[src/hw/rtl/mrtu_pkg.sv]
package mrtu_pkg;

    typedef enum logic [2:0] {
        ST_WAIT,
        ST_FRAME,
        ST_CRC,
        ST_EMIT,
        ST_RXCRC,
        ST_ONE
    } t_state;

    typedef enum logic [1:0] {
        PH_IDLE,
        PH_TURN,
        PH_LISTEN,
        PH_GAP
    } t_phase;

    typedef struct packed {
        logic init;
        logic load;
        logic step;
    } t_crc_ctl;

    localparam logic [1:0] CMD_READ  = 2'd0;
    localparam logic [1:0] CMD_WRITE = 2'd1;
    localparam logic [1:0] CMD_RX    = 2'd2;
    localparam logic [1:0] CMD_TICK  = 2'd3;

    localparam logic [1:0] KIND_TX      = 2'd0;
    localparam logic [1:0] KIND_RELEASE = 2'd1;
    localparam logic [1:0] KIND_DONE    = 2'd2;

    localparam logic [2:0] REG_SLAVE   = 3'd0;
    localparam logic [2:0] REG_RETRY   = 3'd1;
    localparam logic [2:0] REG_TIMEOUT = 3'd2;
    localparam logic [2:0] REG_RD_TURN = 3'd3;
    localparam logic [2:0] REG_WR_TURN = 3'd4;
    localparam logic [2:0] REG_GAP     = 3'd5;

    localparam logic [3:0] RD_FRAME_LEN = 4'd8;
    localparam logic [3:0] WR_FRAME_LEN = 4'd11;
    localparam logic [2:0] RD_REPLY_LEN = 3'd6;
    localparam logic [3:0] WR_REPLY_LEN = 4'd8;
    localparam logic [15:0] CRC_INIT = 16'hFFFF;
    localparam logic [15:0] CRC_POLY = 16'hA001;

    function automatic logic [7:0] frame_byte(
        input logic        is_write,
        input logic [3:0]  idx,
        input logic [7:0]  addr,
        input logic [15:0] reg_addr,
        input logic [15:0] reg_val,
        input logic [15:0] crc
    );
        logic [7:0] b;
        b = 8'h00;
        if (idx == 4'd0) begin
            b = addr;
        end else if (is_write) begin
            case (idx)
                4'd1:    b = 8'h10;
                4'd2:    b = reg_addr[15:8];
                4'd3:    b = reg_addr[7:0];
                4'd4:    b = 8'h00;
                4'd5:    b = 8'h01;
                4'd6:    b = 8'h02;
                4'd7:    b = reg_val[15:8];
                4'd8:    b = reg_val[7:0];
                4'd9:    b = crc[7:0];
                default: b = crc[15:8];
            endcase
        end else begin
            case (idx)
                4'd1:    b = 8'h01;
                4'd2:    b = 8'h00;
                4'd3:    b = 8'h06;
                4'd4:    b = 8'h00;
                4'd5:    b = 8'h07;
                4'd6:    b = crc[7:0];
                default: b = crc[15:8];
            endcase
        end
        return b;
    endfunction

endpackage

[src/hw/rtl/mrtu_if.sv]
interface mrtu_in_if;
    logic        valid;
    logic        ready;
    logic [1:0]  command;
    logic [15:0] register_address;
    logic [15:0] register_value;
    logic [7:0]  rx_byte;
    modport source (output valid, command, register_address, register_value, rx_byte,
                    input ready);
    modport sink (input valid, command, register_address, register_value, rx_byte,
                  output ready);
endinterface

interface mrtu_out_if;
    logic       valid;
    logic       ready;
    logic [1:0] kind;
    logic [7:0] tx_data;
    logic       last;
    logic       success;
    logic [7:0] reply_value;
    modport source (output valid, kind, tx_data, last, success, reply_value, input ready);
    modport sink (input valid, kind, tx_data, last, success, reply_value, output ready);
endinterface

interface mrtu_cfg_if;
    logic       valid;
    logic       ready;
    logic [2:0] index;
    logic [9:0] data;
    modport source (output valid, index, data, input ready);
    modport sink (input valid, index, data, output ready);
endinterface

[src/hw/rtl/mrtu_crc.sv]
module mrtu_crc (
    input  logic                i_clk,
    input  logic                i_rst_n,
    input  mrtu_pkg::t_crc_ctl  i_ctl,
    input  logic [7:0]          i_byte,
    output logic [15:0]         o_crc
);
    logic [15:0] r_crc;
    logic [15:0] n_crc;

    always_comb begin
        n_crc = r_crc;
        if (i_ctl.load) begin
            n_crc = (i_ctl.init ? mrtu_pkg::CRC_INIT : r_crc) ^ {8'h00, i_byte};
        end else if (i_ctl.step) begin
            // one bit of the reflected polynomial division
            n_crc = {1'b0, r_crc[15:1]} ^ (r_crc[0] ? mrtu_pkg::CRC_POLY : 16'h0000);
        end else if (i_ctl.init) begin
            n_crc = mrtu_pkg::CRC_INIT;
        end
    end

    always_ff @(posedge i_clk) begin
        if (!i_rst_n) begin
            r_crc <= mrtu_pkg::CRC_INIT;
        end else begin
            r_crc <= n_crc;
        end
    end

    assign o_crc = r_crc;
endmodule

[src/hw/rtl/modbus_rtu_master_transaction_top.sv]
// Modbus RTU master for one slave. Commands, received bytes and millisecond
// ticks enter on i_in; frame bytes, driver release and the done report leave
// on o_out, one transfer per result, the last result of an item flagged.
// The CRC-16 runs one bit per clock in a shared shift unit, so a CRC-covered
// frame byte goes through load, 8 CRC shifts and emit, and each CRC byte only
// through fetch and emit; an output stall holds a frame in its emit step. A
// CRC-covered reply byte is loaded when taken and then gets 8 CRC shifts;
// other items take no shifts. One item is worked at a time; the next
// is taken once all results of the current one sit in or have left the output
// register. Configuration writes on i_cfg are always taken and must happen
// while idle.
module modbus_rtu_master_transaction_top (
    input  logic        i_clk,
    input  logic        i_rst_n,
    mrtu_in_if.sink     i_in,
    mrtu_out_if.source  o_out,
    mrtu_cfg_if.sink    i_cfg
);
    mrtu_pkg::t_state r_state, n_state;
    mrtu_pkg::t_phase r_phase, n_phase;

    logic [7:0]  r_slave;
    logic [3:0]  r_retry;
    logic [9:0]  r_timeout, r_rd_turn, r_wr_turn, r_gap;

    logic        r_is_write, n_is_write;
    logic [15:0] r_ra, n_ra, r_rv, n_rv;
    logic [2:0]  r_count, n_count;
    logic [9:0]  r_timer, n_timer;
    logic [3:0]  r_att, n_att;
    logic [3:0]  r_idx, n_idx;
    logic [2:0]  r_bit, n_bit;
    logic        r_lo_ok, n_lo_ok;
    logic [7:0]  r_val3, n_val3;
    logic [1:0]  r_one_kind, n_one_kind;
    logic        r_one_ok, n_one_ok;
    logic [7:0]  r_one_val, n_one_val;

    logic        r_ov, n_ov;
    logic [1:0]  r_okind, n_okind;
    logic [7:0]  r_otx, n_otx;
    logic        r_olast, n_olast;
    logic        r_ook, n_ook;
    logic [7:0]  r_oval, n_oval;

    mrtu_pkg::t_crc_ctl crc_ctl;
    logic [7:0]  crc_byte;
    logic [15:0] crc;

    logic        accept, can_load;
    logic [3:0]  frame_len, need, att_inc;
    logic [7:0]  fbyte;
    logic        timer_end;

    mrtu_crc u_crc (
        .i_clk  (i_clk),
        .i_rst_n(i_rst_n),
        .i_ctl  (crc_ctl),
        .i_byte (crc_byte),
        .o_crc  (crc)
    );

    assign accept    = i_in.valid && i_in.ready;
    assign can_load  = !r_ov || o_out.ready;
    assign frame_len = r_is_write ? mrtu_pkg::WR_FRAME_LEN : mrtu_pkg::RD_FRAME_LEN;
    assign need      = r_is_write ? mrtu_pkg::WR_REPLY_LEN : {1'b0, mrtu_pkg::RD_REPLY_LEN};
    assign att_inc   = r_att + 4'd1;
    assign timer_end = r_timer <= 10'd1;
    assign fbyte     = mrtu_pkg::frame_byte(r_is_write, r_idx, r_slave, r_ra, r_rv, crc);

    assign i_in.ready  = (r_state == mrtu_pkg::ST_WAIT);
    assign i_cfg.ready = 1'b1;

    // next state
    always_comb begin
        n_state = r_state;
        unique case (r_state)
            mrtu_pkg::ST_WAIT: begin
                if (accept) begin
                    case (i_in.command)
                        mrtu_pkg::CMD_READ, mrtu_pkg::CMD_WRITE: begin
                            if (r_phase == mrtu_pkg::PH_IDLE) n_state = mrtu_pkg::ST_FRAME;
                        end
                        mrtu_pkg::CMD_RX: begin
                            if (r_phase == mrtu_pkg::PH_LISTEN) begin
                                if ({1'b0, r_count} + 4'd2 < need) begin
                                    n_state = mrtu_pkg::ST_RXCRC;
                                end else if ({1'b0, r_count} + 4'd1 == need) begin
                                    if ((r_lo_ok && i_in.rx_byte == crc[15:8]) ||
                                        att_inc >= r_retry || att_inc == 4'd0) begin
                                        n_state = mrtu_pkg::ST_ONE;
                                    end
                                end
                            end
                        end
                        default: begin
                            if (timer_end) begin
                                if (r_phase == mrtu_pkg::PH_TURN) begin
                                    n_state = mrtu_pkg::ST_ONE;
                                end else if (r_phase == mrtu_pkg::PH_LISTEN) begin
                                    if (att_inc >= r_retry || att_inc == 4'd0)
                                        n_state = mrtu_pkg::ST_ONE;
                                end else if (r_phase == mrtu_pkg::PH_GAP) begin
                                    n_state = mrtu_pkg::ST_FRAME;
                                end
                            end
                        end
                    endcase
                end
            end
            mrtu_pkg::ST_FRAME: begin
                n_state = (r_idx + 4'd2 < frame_len) ? mrtu_pkg::ST_CRC : mrtu_pkg::ST_EMIT;
            end
            mrtu_pkg::ST_CRC: begin
                if (r_bit == 3'd7) n_state = mrtu_pkg::ST_EMIT;
            end
            mrtu_pkg::ST_EMIT: begin
                if (can_load) begin
                    n_state = (r_idx + 4'd1 == frame_len) ? mrtu_pkg::ST_WAIT
                                                          : mrtu_pkg::ST_FRAME;
                end
            end
            mrtu_pkg::ST_RXCRC: begin
                if (r_bit == 3'd7) n_state = mrtu_pkg::ST_WAIT;
            end
            mrtu_pkg::ST_ONE: begin
                if (can_load) n_state = mrtu_pkg::ST_WAIT;
            end
            default: n_state = mrtu_pkg::ST_WAIT;
        endcase
    end

    // datapath and outputs
    always_comb begin
        n_phase    = r_phase;
        n_is_write = r_is_write;
        n_ra       = r_ra;
        n_rv       = r_rv;
        n_count    = r_count;
        n_timer    = r_timer;
        n_att      = r_att;
        n_idx      = r_idx;
        n_bit      = r_bit;
        n_lo_ok    = r_lo_ok;
        n_val3     = r_val3;
        n_one_kind = r_one_kind;
        n_one_ok   = r_one_ok;
        n_one_val  = r_one_val;
        n_ov       = r_ov && !o_out.ready;
        n_okind    = r_okind;
        n_otx      = r_otx;
        n_olast    = r_olast;
        n_ook      = r_ook;
        n_oval     = r_oval;
        crc_ctl    = '0;
        crc_byte   = fbyte;

        unique case (r_state)
            mrtu_pkg::ST_WAIT: begin
                if (accept) begin
                    case (i_in.command)
                        mrtu_pkg::CMD_READ, mrtu_pkg::CMD_WRITE: begin
                            if (r_phase == mrtu_pkg::PH_IDLE) begin
                                n_is_write = i_in.command[0];
                                if (i_in.command == mrtu_pkg::CMD_WRITE) begin
                                    n_ra = i_in.register_address;
                                    n_rv = i_in.register_value;
                                end
                                n_att = 4'd0;
                                n_idx = 4'd0;
                            end
                        end
                        mrtu_pkg::CMD_RX: begin
                            if (r_phase == mrtu_pkg::PH_LISTEN) begin
                                crc_byte = i_in.rx_byte;
                                n_count  = r_count + 3'd1;
                                n_bit    = 3'd0;
                                if (r_count == 3'd3) n_val3 = i_in.rx_byte;
                                if ({1'b0, r_count} + 4'd2 < need) begin
                                    crc_ctl.load = 1'b1;
                                end else if ({1'b0, r_count} + 4'd2 == need) begin
                                    n_lo_ok = (i_in.rx_byte == crc[7:0]);
                                end else begin
                                    n_one_kind = mrtu_pkg::KIND_DONE;
                                    n_one_val  = 8'h00;
                                    if (r_lo_ok && i_in.rx_byte == crc[15:8]) begin
                                        n_one_ok = 1'b1;
                                        if (!r_is_write) n_one_val = r_val3;
                                        n_phase = mrtu_pkg::PH_IDLE;
                                    end else begin
                                        n_one_ok = 1'b0;
                                        n_att    = att_inc;
                                        if (att_inc >= r_retry || att_inc == 4'd0) begin
                                            n_phase = mrtu_pkg::PH_IDLE;
                                        end else begin
                                            n_phase = mrtu_pkg::PH_GAP;
                                            n_timer = r_gap;
                                        end
                                    end
                                end
                            end
                        end
                        default: begin
                            if (r_phase != mrtu_pkg::PH_IDLE) begin
                                n_timer = r_timer - 10'd1;
                                if (timer_end) begin
                                    n_timer = r_timer;
                                    if (r_phase == mrtu_pkg::PH_TURN) begin
                                        n_one_kind   = mrtu_pkg::KIND_RELEASE;
                                        n_one_ok     = 1'b0;
                                        n_one_val    = 8'h00;
                                        n_phase      = mrtu_pkg::PH_LISTEN;
                                        n_count      = 3'd0;
                                        n_timer      = r_timeout;
                                        crc_ctl.init = 1'b1;
                                    end else if (r_phase == mrtu_pkg::PH_LISTEN) begin
                                        n_att = att_inc;
                                        if (att_inc >= r_retry || att_inc == 4'd0) begin
                                            n_one_kind = mrtu_pkg::KIND_DONE;
                                            n_one_ok   = 1'b0;
                                            n_one_val  = 8'h00;
                                            n_phase    = mrtu_pkg::PH_IDLE;
                                        end else begin
                                            n_phase = mrtu_pkg::PH_GAP;
                                            n_timer = r_gap;
                                        end
                                    end else begin
                                        n_idx = 4'd0;
                                    end
                                end
                            end
                        end
                    endcase
                end
            end
            mrtu_pkg::ST_FRAME: begin
                n_bit = 3'd0;
                if (r_idx + 4'd2 < frame_len) begin
                    crc_ctl.load = 1'b1;
                    crc_ctl.init = (r_idx == 4'd0);
                end
            end
            mrtu_pkg::ST_CRC, mrtu_pkg::ST_RXCRC: begin
                crc_ctl.step = 1'b1;
                n_bit        = r_bit + 3'd1;
            end
            mrtu_pkg::ST_EMIT: begin
                if (can_load) begin
                    n_ov    = 1'b1;
                    n_okind = mrtu_pkg::KIND_TX;
                    n_otx   = fbyte;
                    n_ook   = 1'b0;
                    n_oval  = 8'h00;
                    n_olast = (r_idx + 4'd1 == frame_len);
                    n_idx   = r_idx + 4'd1;
                    if (r_idx + 4'd1 == frame_len) begin
                        n_phase = mrtu_pkg::PH_TURN;
                        n_timer = r_is_write ? r_wr_turn : r_rd_turn;
                    end
                end
            end
            mrtu_pkg::ST_ONE: begin
                if (can_load) begin
                    n_ov    = 1'b1;
                    n_okind = r_one_kind;
                    n_otx   = 8'h00;
                    n_ook   = r_one_ok;
                    n_oval  = r_one_val;
                    n_olast = 1'b1;
                end
            end
            default: ;
        endcase
    end

    always_ff @(posedge i_clk) begin
        if (!i_rst_n) begin
            r_state   <= mrtu_pkg::ST_WAIT;
            r_phase   <= mrtu_pkg::PH_IDLE;
            r_ov      <= 1'b0;
            r_slave   <= 8'd1;
            r_retry   <= 4'd10;
            r_timeout <= 10'd100;
            r_rd_turn <= 10'd5;
            r_wr_turn <= 10'd13;
            r_gap     <= 10'd100;
            r_is_write <= 1'b0;
            r_ra      <= 16'h0000;
            r_rv      <= 16'h0000;
            r_count   <= 3'd0;
            r_timer   <= 10'd0;
            r_att     <= 4'd0;
            r_idx     <= 4'd0;
            r_bit     <= 3'd0;
        end else begin
            r_state    <= n_state;
            r_phase    <= n_phase;
            r_ov       <= n_ov;
            r_is_write <= n_is_write;
            r_ra       <= n_ra;
            r_rv       <= n_rv;
            r_count    <= n_count;
            r_timer    <= n_timer;
            r_att      <= n_att;
            r_idx      <= n_idx;
            r_bit      <= n_bit;
            if (i_cfg.valid) begin
                case (i_cfg.index)
                    mrtu_pkg::REG_SLAVE:   r_slave   <= i_cfg.data[7:0];
                    mrtu_pkg::REG_RETRY:   r_retry   <= i_cfg.data[3:0];
                    mrtu_pkg::REG_TIMEOUT: r_timeout <= i_cfg.data;
                    mrtu_pkg::REG_RD_TURN: r_rd_turn <= i_cfg.data;
                    mrtu_pkg::REG_WR_TURN: r_wr_turn <= i_cfg.data;
                    mrtu_pkg::REG_GAP:     r_gap     <= i_cfg.data;
                    default: ;
                endcase
            end
        end
    end

    always_ff @(posedge i_clk) begin
        r_lo_ok    <= n_lo_ok;
        r_val3     <= n_val3;
        r_one_kind <= n_one_kind;
        r_one_ok   <= n_one_ok;
        r_one_val  <= n_one_val;
        r_okind    <= n_okind;
        r_otx      <= n_otx;
        r_olast    <= n_olast;
        r_ook      <= n_ook;
        r_oval     <= n_oval;
    end

    assign o_out.valid       = r_ov;
    assign o_out.kind        = r_okind;
    assign o_out.tx_data     = r_otx;
    assign o_out.last        = r_olast;
    assign o_out.success     = r_ook;
    assign o_out.reply_value = r_oval;
endmodule

[src/flat_wrapper.sv]
// flat-port wrapper written by rule: the top's interface ports become plain ports
module modbus_rtu_master_transaction_top_flat 
  (i_clk, i_rst_n, i_in_valid, i_in_command, i_in_register_address, i_in_register_value, i_in_rx_byte, i_in_ready, o_out_valid, o_out_kind, o_out_tx_data, o_out_last, o_out_success, o_out_reply_value, o_out_ready, i_cfg_valid, i_cfg_index, i_cfg_data, i_cfg_ready);
  mrtu_in_if i_in_i ();
  mrtu_out_if o_out_i ();
  mrtu_cfg_if i_cfg_i ();
  input  logic i_clk;
  input  logic i_rst_n;
  input wire logic [$bits(i_in_i.valid)-1:0] i_in_valid;
  input wire logic [$bits(i_in_i.command)-1:0] i_in_command;
  input wire logic [$bits(i_in_i.register_address)-1:0] i_in_register_address;
  input wire logic [$bits(i_in_i.register_value)-1:0] i_in_register_value;
  input wire logic [$bits(i_in_i.rx_byte)-1:0] i_in_rx_byte;
  output wire logic [$bits(i_in_i.ready)-1:0] i_in_ready;
  output wire logic [$bits(o_out_i.valid)-1:0] o_out_valid;
  output wire logic [$bits(o_out_i.kind)-1:0] o_out_kind;
  output wire logic [$bits(o_out_i.tx_data)-1:0] o_out_tx_data;
  output wire logic [$bits(o_out_i.last)-1:0] o_out_last;
  output wire logic [$bits(o_out_i.success)-1:0] o_out_success;
  output wire logic [$bits(o_out_i.reply_value)-1:0] o_out_reply_value;
  input wire logic [$bits(o_out_i.ready)-1:0] o_out_ready;
  input wire logic [$bits(i_cfg_i.valid)-1:0] i_cfg_valid;
  input wire logic [$bits(i_cfg_i.index)-1:0] i_cfg_index;
  input wire logic [$bits(i_cfg_i.data)-1:0] i_cfg_data;
  output wire logic [$bits(i_cfg_i.ready)-1:0] i_cfg_ready;
  assign i_in_i.valid = i_in_valid;
  assign i_in_i.command = i_in_command;
  assign i_in_i.register_address = i_in_register_address;
  assign i_in_i.register_value = i_in_register_value;
  assign i_in_i.rx_byte = i_in_rx_byte;
  assign i_in_ready = i_in_i.ready;
  assign o_out_valid = o_out_i.valid;
  assign o_out_kind = o_out_i.kind;
  assign o_out_tx_data = o_out_i.tx_data;
  assign o_out_last = o_out_i.last;
  assign o_out_success = o_out_i.success;
  assign o_out_reply_value = o_out_i.reply_value;
  assign o_out_i.ready = o_out_ready;
  assign i_cfg_i.valid = i_cfg_valid;
  assign i_cfg_i.index = i_cfg_index;
  assign i_cfg_i.data = i_cfg_data;
  assign i_cfg_ready = i_cfg_i.ready;
  modbus_rtu_master_transaction_top u_core (.i_clk(i_clk), .i_rst_n(i_rst_n), .i_in(i_in_i), .o_out(o_out_i), .i_cfg(i_cfg_i));
endmodule
[config.mk]
export PLATFORM = sky130hd
export DESIGN_NAME = modbus_rtu_master_transaction_top_flat
export DESIGN_NICKNAME = d
export VERILOG_FILES = /design/src/hw/rtl/mrtu_pkg.sv /design/src/hw/rtl/mrtu_if.sv /design/src/hw/rtl/mrtu_crc.sv /design/src/hw/rtl/modbus_rtu_master_transaction_top.sv /design/src/flat_wrapper.sv
export SDC_FILE = /design/constraint.sdc
export NUM_CORES = 1
export LEC_CHECK = 0
export BUFFER_PORTS_ARGS = -buffer_cell sky130_fd_sc_hd__buf_2
export CAP_MARGIN = 20
export CORE_UTILIZATION = 40
export CTS_BUF_LIST = sky130_fd_sc_hd__clkbuf_16
export DETAILED_ROUTE_END_ITERATION = 12
export GPL_ROUTABILITY_DRIVEN = 0
export GPL_TIMING_DRIVEN = 1
export PLACE_DENSITY = 0.57
export REMOVE_ABC_BUFFERS = 1
export SLEW_MARGIN = 10
export SYNTH_ARGS = -nofsm -noshare
export SYNTH_HDL_FRONTEND = slang
export SYNTH_SLANG_ARGS = --single-unit
export TNS_END_PERCENT = 50
[constraint.sdc]
create_clock -name i_clk -period 5.5 [get_ports i_clk]
set_input_delay 0.55 -clock i_clk [delete_from_list [all_inputs] [get_ports i_clk]]
set_output_delay 0.55 -clock i_clk [all_outputs]
set_load 0.005 [all_outputs]
==> flow_metrics.tcl <==
set metrics [dict create \
    first_global_vias 7287 \
    tightestPinTransition_ns 1.022 \
    placed_area_um2 9578 \
    skew_ns 0.01311 \
    fin_crit_sh_pct 67.31 \
    synth_area_um2 8982 \
    synthTopCellsByCount "nand2_1, dfxtp_1, a21oi_1" \
    ys.flop_type "dfxtp_1" \
    cts_sinks 171 \
    die-height_um 151.9 \
    worstPathArrival_ns 4.06 \
    crit_slowest_cell "nor2_1" \
    firstDrtPassIters 5 \
    maxCapViolCount 0 \
    synth-edff-count 40 \
    synth_top_area_share_pct 29.20 \
    dr.first_iter.drc_count 747 \
    via_per_inst 5.621 \
    finalCriticalPeriod_ns 3.702 \
    start_kind "flop" \
    routed_wl_um 25050 \
    cts_made_buffers 17 \
    via_count 8010 \
    die_area_um2 23060 \
    drc 0 \
    power.total_uw 3933 \
    clkLatencyLatePin_ns 0.44 \
    seq_area_frac_synth_pct 42.57 \
    post_cts_resized 0 \
    yosys.area_share.simple_pct 23.50 \
    yosys_warnings 0 \
    grt_busiest_layer "met2" \
    htreeDepth 4 \
    tns_ns 0 \
    slew_headroom_pct 31.58 \
    hold_start "i_in_register_address[13]" \
    synthToLayoutAreaGrowth_pct 12.79 \
    ios 83 \
    finalSetupViolCount 0 \
    hold_path.class "in -> reg" \
    cp_top_family "compound AO/OA/AOI/OAI gates" \
    synthArstFlopShare_pct 0 \
    synth-xor-area-share_pct 3.120 \
    outcome "finished, final reports clean" \
    cts_tree "built" \
    grt_pass1_wl_um 40400 \
    dieWidth_um 151.9 \
    synth_most_common_cell "nand2_1" \
    worstPathCellList "buf_4 -> inv_1 -> ha_1 -> and3b_1 -> a211o_1 -> a32oi_1 -> o31a_1 -> nor2_1 -> o311ai_0 -> a21oi_1" \
    yosysUniqueCellTypes 71 \
    cts.path.max_buffers 2 \
    wl_per_cell_um 17.58 \
    worst-setup-path-type "reg -> reg" \
    r2r_start "u_core.r_is_write" \
    syn_inst 1087 \
    portBuffers 81 \
    power_density_nw_per_um2 388.3 \
    fin_util_pct 46.28 \
    synthMuxAreaShare_pct 3.956 \
    cts_root_buf "clkbuf_16" \
    row_count 54 \
    hold_violations 0 \
    synth-compound-area-share_pct 19.17 \
    antenna_cells 0 \
    synth_top_family_by_area "simple AND/OR/NAND/NOR gates" \
    overflow 0 \
    synth_area_per_cell_um2 8.263 \
    synth_fa_ha_area_share_pct 3.622 \
    fmax_ghz 0.2701 \
    yosys_register_bits 171 \
    antenna_found_initial 0 \
    clkTransAtPathRegs_ns 0.07 \
    synthTopCellsByArea "dfxtp_1, edfxtp_1, nand2_1, a21oi_1, ha_1" \
    cts_hold_buf 0 \
    grt_max_degree 68 \
    final_layout_size_suffix_gt1_share_pct 13.01 \
    core-area_um2 21890 \
    slew_violations 0 \
    ant_nets 0 \
    yosys.area.top_type "dfxtp_1" \
    use_met3_pct 3.651 \
    path_buf_inv 2 \
    critPathMaxFanout 28 \
    p_leak_uw 0.003651 \
    gr-usage-all-layers_pct 21.92 \
    cp-end-kind "flop" \
    grtUsageMet2_pct 32.38 \
    cpPeakStageDelay_ns 0.79 \
    crit_required_ns 5.86 \
    critPathLaunch "u_core.r_is_write" \
    start_util_pct 41.03 \
    post_cts_buffers 0 \
    fin_nets 1218 \
    dpl.hpwl_um 17760 \
    use_met1_pct 32.29 \
    rsz0062_at_grt "false" \
    stdcell_area_um2 10130 \
    ir_drop_v 0.0002280 \
]
-- cells in the final DEF (no fill, tap or decap), drive strengths merged, types with 6 or more instances in the layout --
cell / synthesis / layout
nand2: 223 / 223
dfxtp: 131 / 131
a21oi: 116 / 116
buf: 11 / 95
nor2: 71 / 71
o21ai: 48 / 48
edfxtp: 40 / 40
mux2i: 31 / 31
inv: 23 / 31
nor3: 29 / 29
nand3: 27 / 27
ha: 26 / 26
xnor2: 21 / 21
clkbuf: 58 / 17
a211oi: 17 / 17
and2: 16 / 16
a31oi: 15 / 15
nand2b: 12 / 12
a22oi: 12 / 12
or3: 12 / 12
xor2: 11 / 11
o211ai: 11 / 11
nand4: 10 / 10
and3: 10 / 10
nor2b: 9 / 9
o31ai: 9 / 9
a221oi: 9 / 9
nand3b: 7 / 7
o22ai: 6 / 6
-- worst min-delay path, cell delays in order --
cell and delay, ns:
buf_2 0.09, nand2_1 0.04, a21oi_1 0.05
-- logic make-up (layout without fill, tap and decap cells) --
| logic type | Yosys count | in the layout |
|---|---|---|
| XOR/XNOR | 32 | 32 |
| flip-flops | 171 | 171 |
| AO/OA/AOI/OAI | 277 | 277 |
| AND/OR/NAND/NOR | 453 | 453 |
| other | 1 | 1 |
| adder cells (fa/ha/maj) | 26 | 26 |
| multiplexers | 35 | 35 |
| buffers and inverters | 92 | 150 |
-- per-stage QoR --
step | worst slack, ns | instances | hold WS [ns]
2_1_floorplan | 1.076 | 1018 | 0.4320
3_3_place_gp | 1.940 | 1393 | 0.4405
3_5_place_dp | 1.839 | 1393 | 0.4450
4_1_cts | 1.814 | 1425 | 0.3231
5_1_grt | 1.380 | 1425 | 0.3352
6_report | 1.798 | 1425 | 0.3368
-- power breakdown --
group | switching, uW | internal, uW
registers | 164 | 1390
clock network | 568 | 593
logic | 755 | 464
total | 1490 | 2450
-- sequential cells by signal (all words and copies together) (netlist names), 2 cells and up --
register / flops
u_core.r_wr_turn: 10
u_core.r_slave: 8
u_core.r_rv: 16
u_core.r_timer: 10
u_core.r_bit: 3
u_core.r_count: 3
u_core.r_state: 3
u_core.r_timeout: 10
u_core.r_ra: 16
u_core.r_retry: 4
u_core.o_out.reply_value: 8
u_core.r_one_kind: 2
u_core.r_att: 4
u_core.r_phase: 2
u_core.r_gap: 10
u_core.r_idx: 4
u_core.r_val3: 8
u_core.u_crc.o_crc: 16
u_core.o_out.kind: 2
u_core.r_one_val: 8
u_core.r_rd_turn: 10
u_core.o_out.tx_data: 8
-- final cells by class --
class | count | area [um2]
fill | 2226 | 11760
clock buffer | 17 | 425.4
sequential | 171 | 3824
inverter | 23 | 86.33
multi-input combinational | 824 | 4807
timing repair buffer | 95 | 510.5
clock inverter | 15 | 127.6
tap | 280 | 350.3
-- path summary, 6_finish.rpt --
| kind | end | slack (ns) | cells after the start |
|---|---|---|---|
| min reg2reg | u_core.r_rd_turn[3] | 0.46 | 2 |
| max reg2reg | u_core.r_timer[6] | 1.80 | 10 |
| min | u_core.r_ra[13] | 0.34 | 3 |
| max | u_core.r_timer[6] | 1.80 | 10 |
-- per-layer routing --
metal  wire length, um  part of all wire, %  up-vias
li1                  -                    -     3955
met4               415                  1.7        0
met3              1594                  6.4       36
met1             12050                   48     3733
met2             10990                   44      286
met5                 0                    0        -
(Power assumes the default switching activity.)
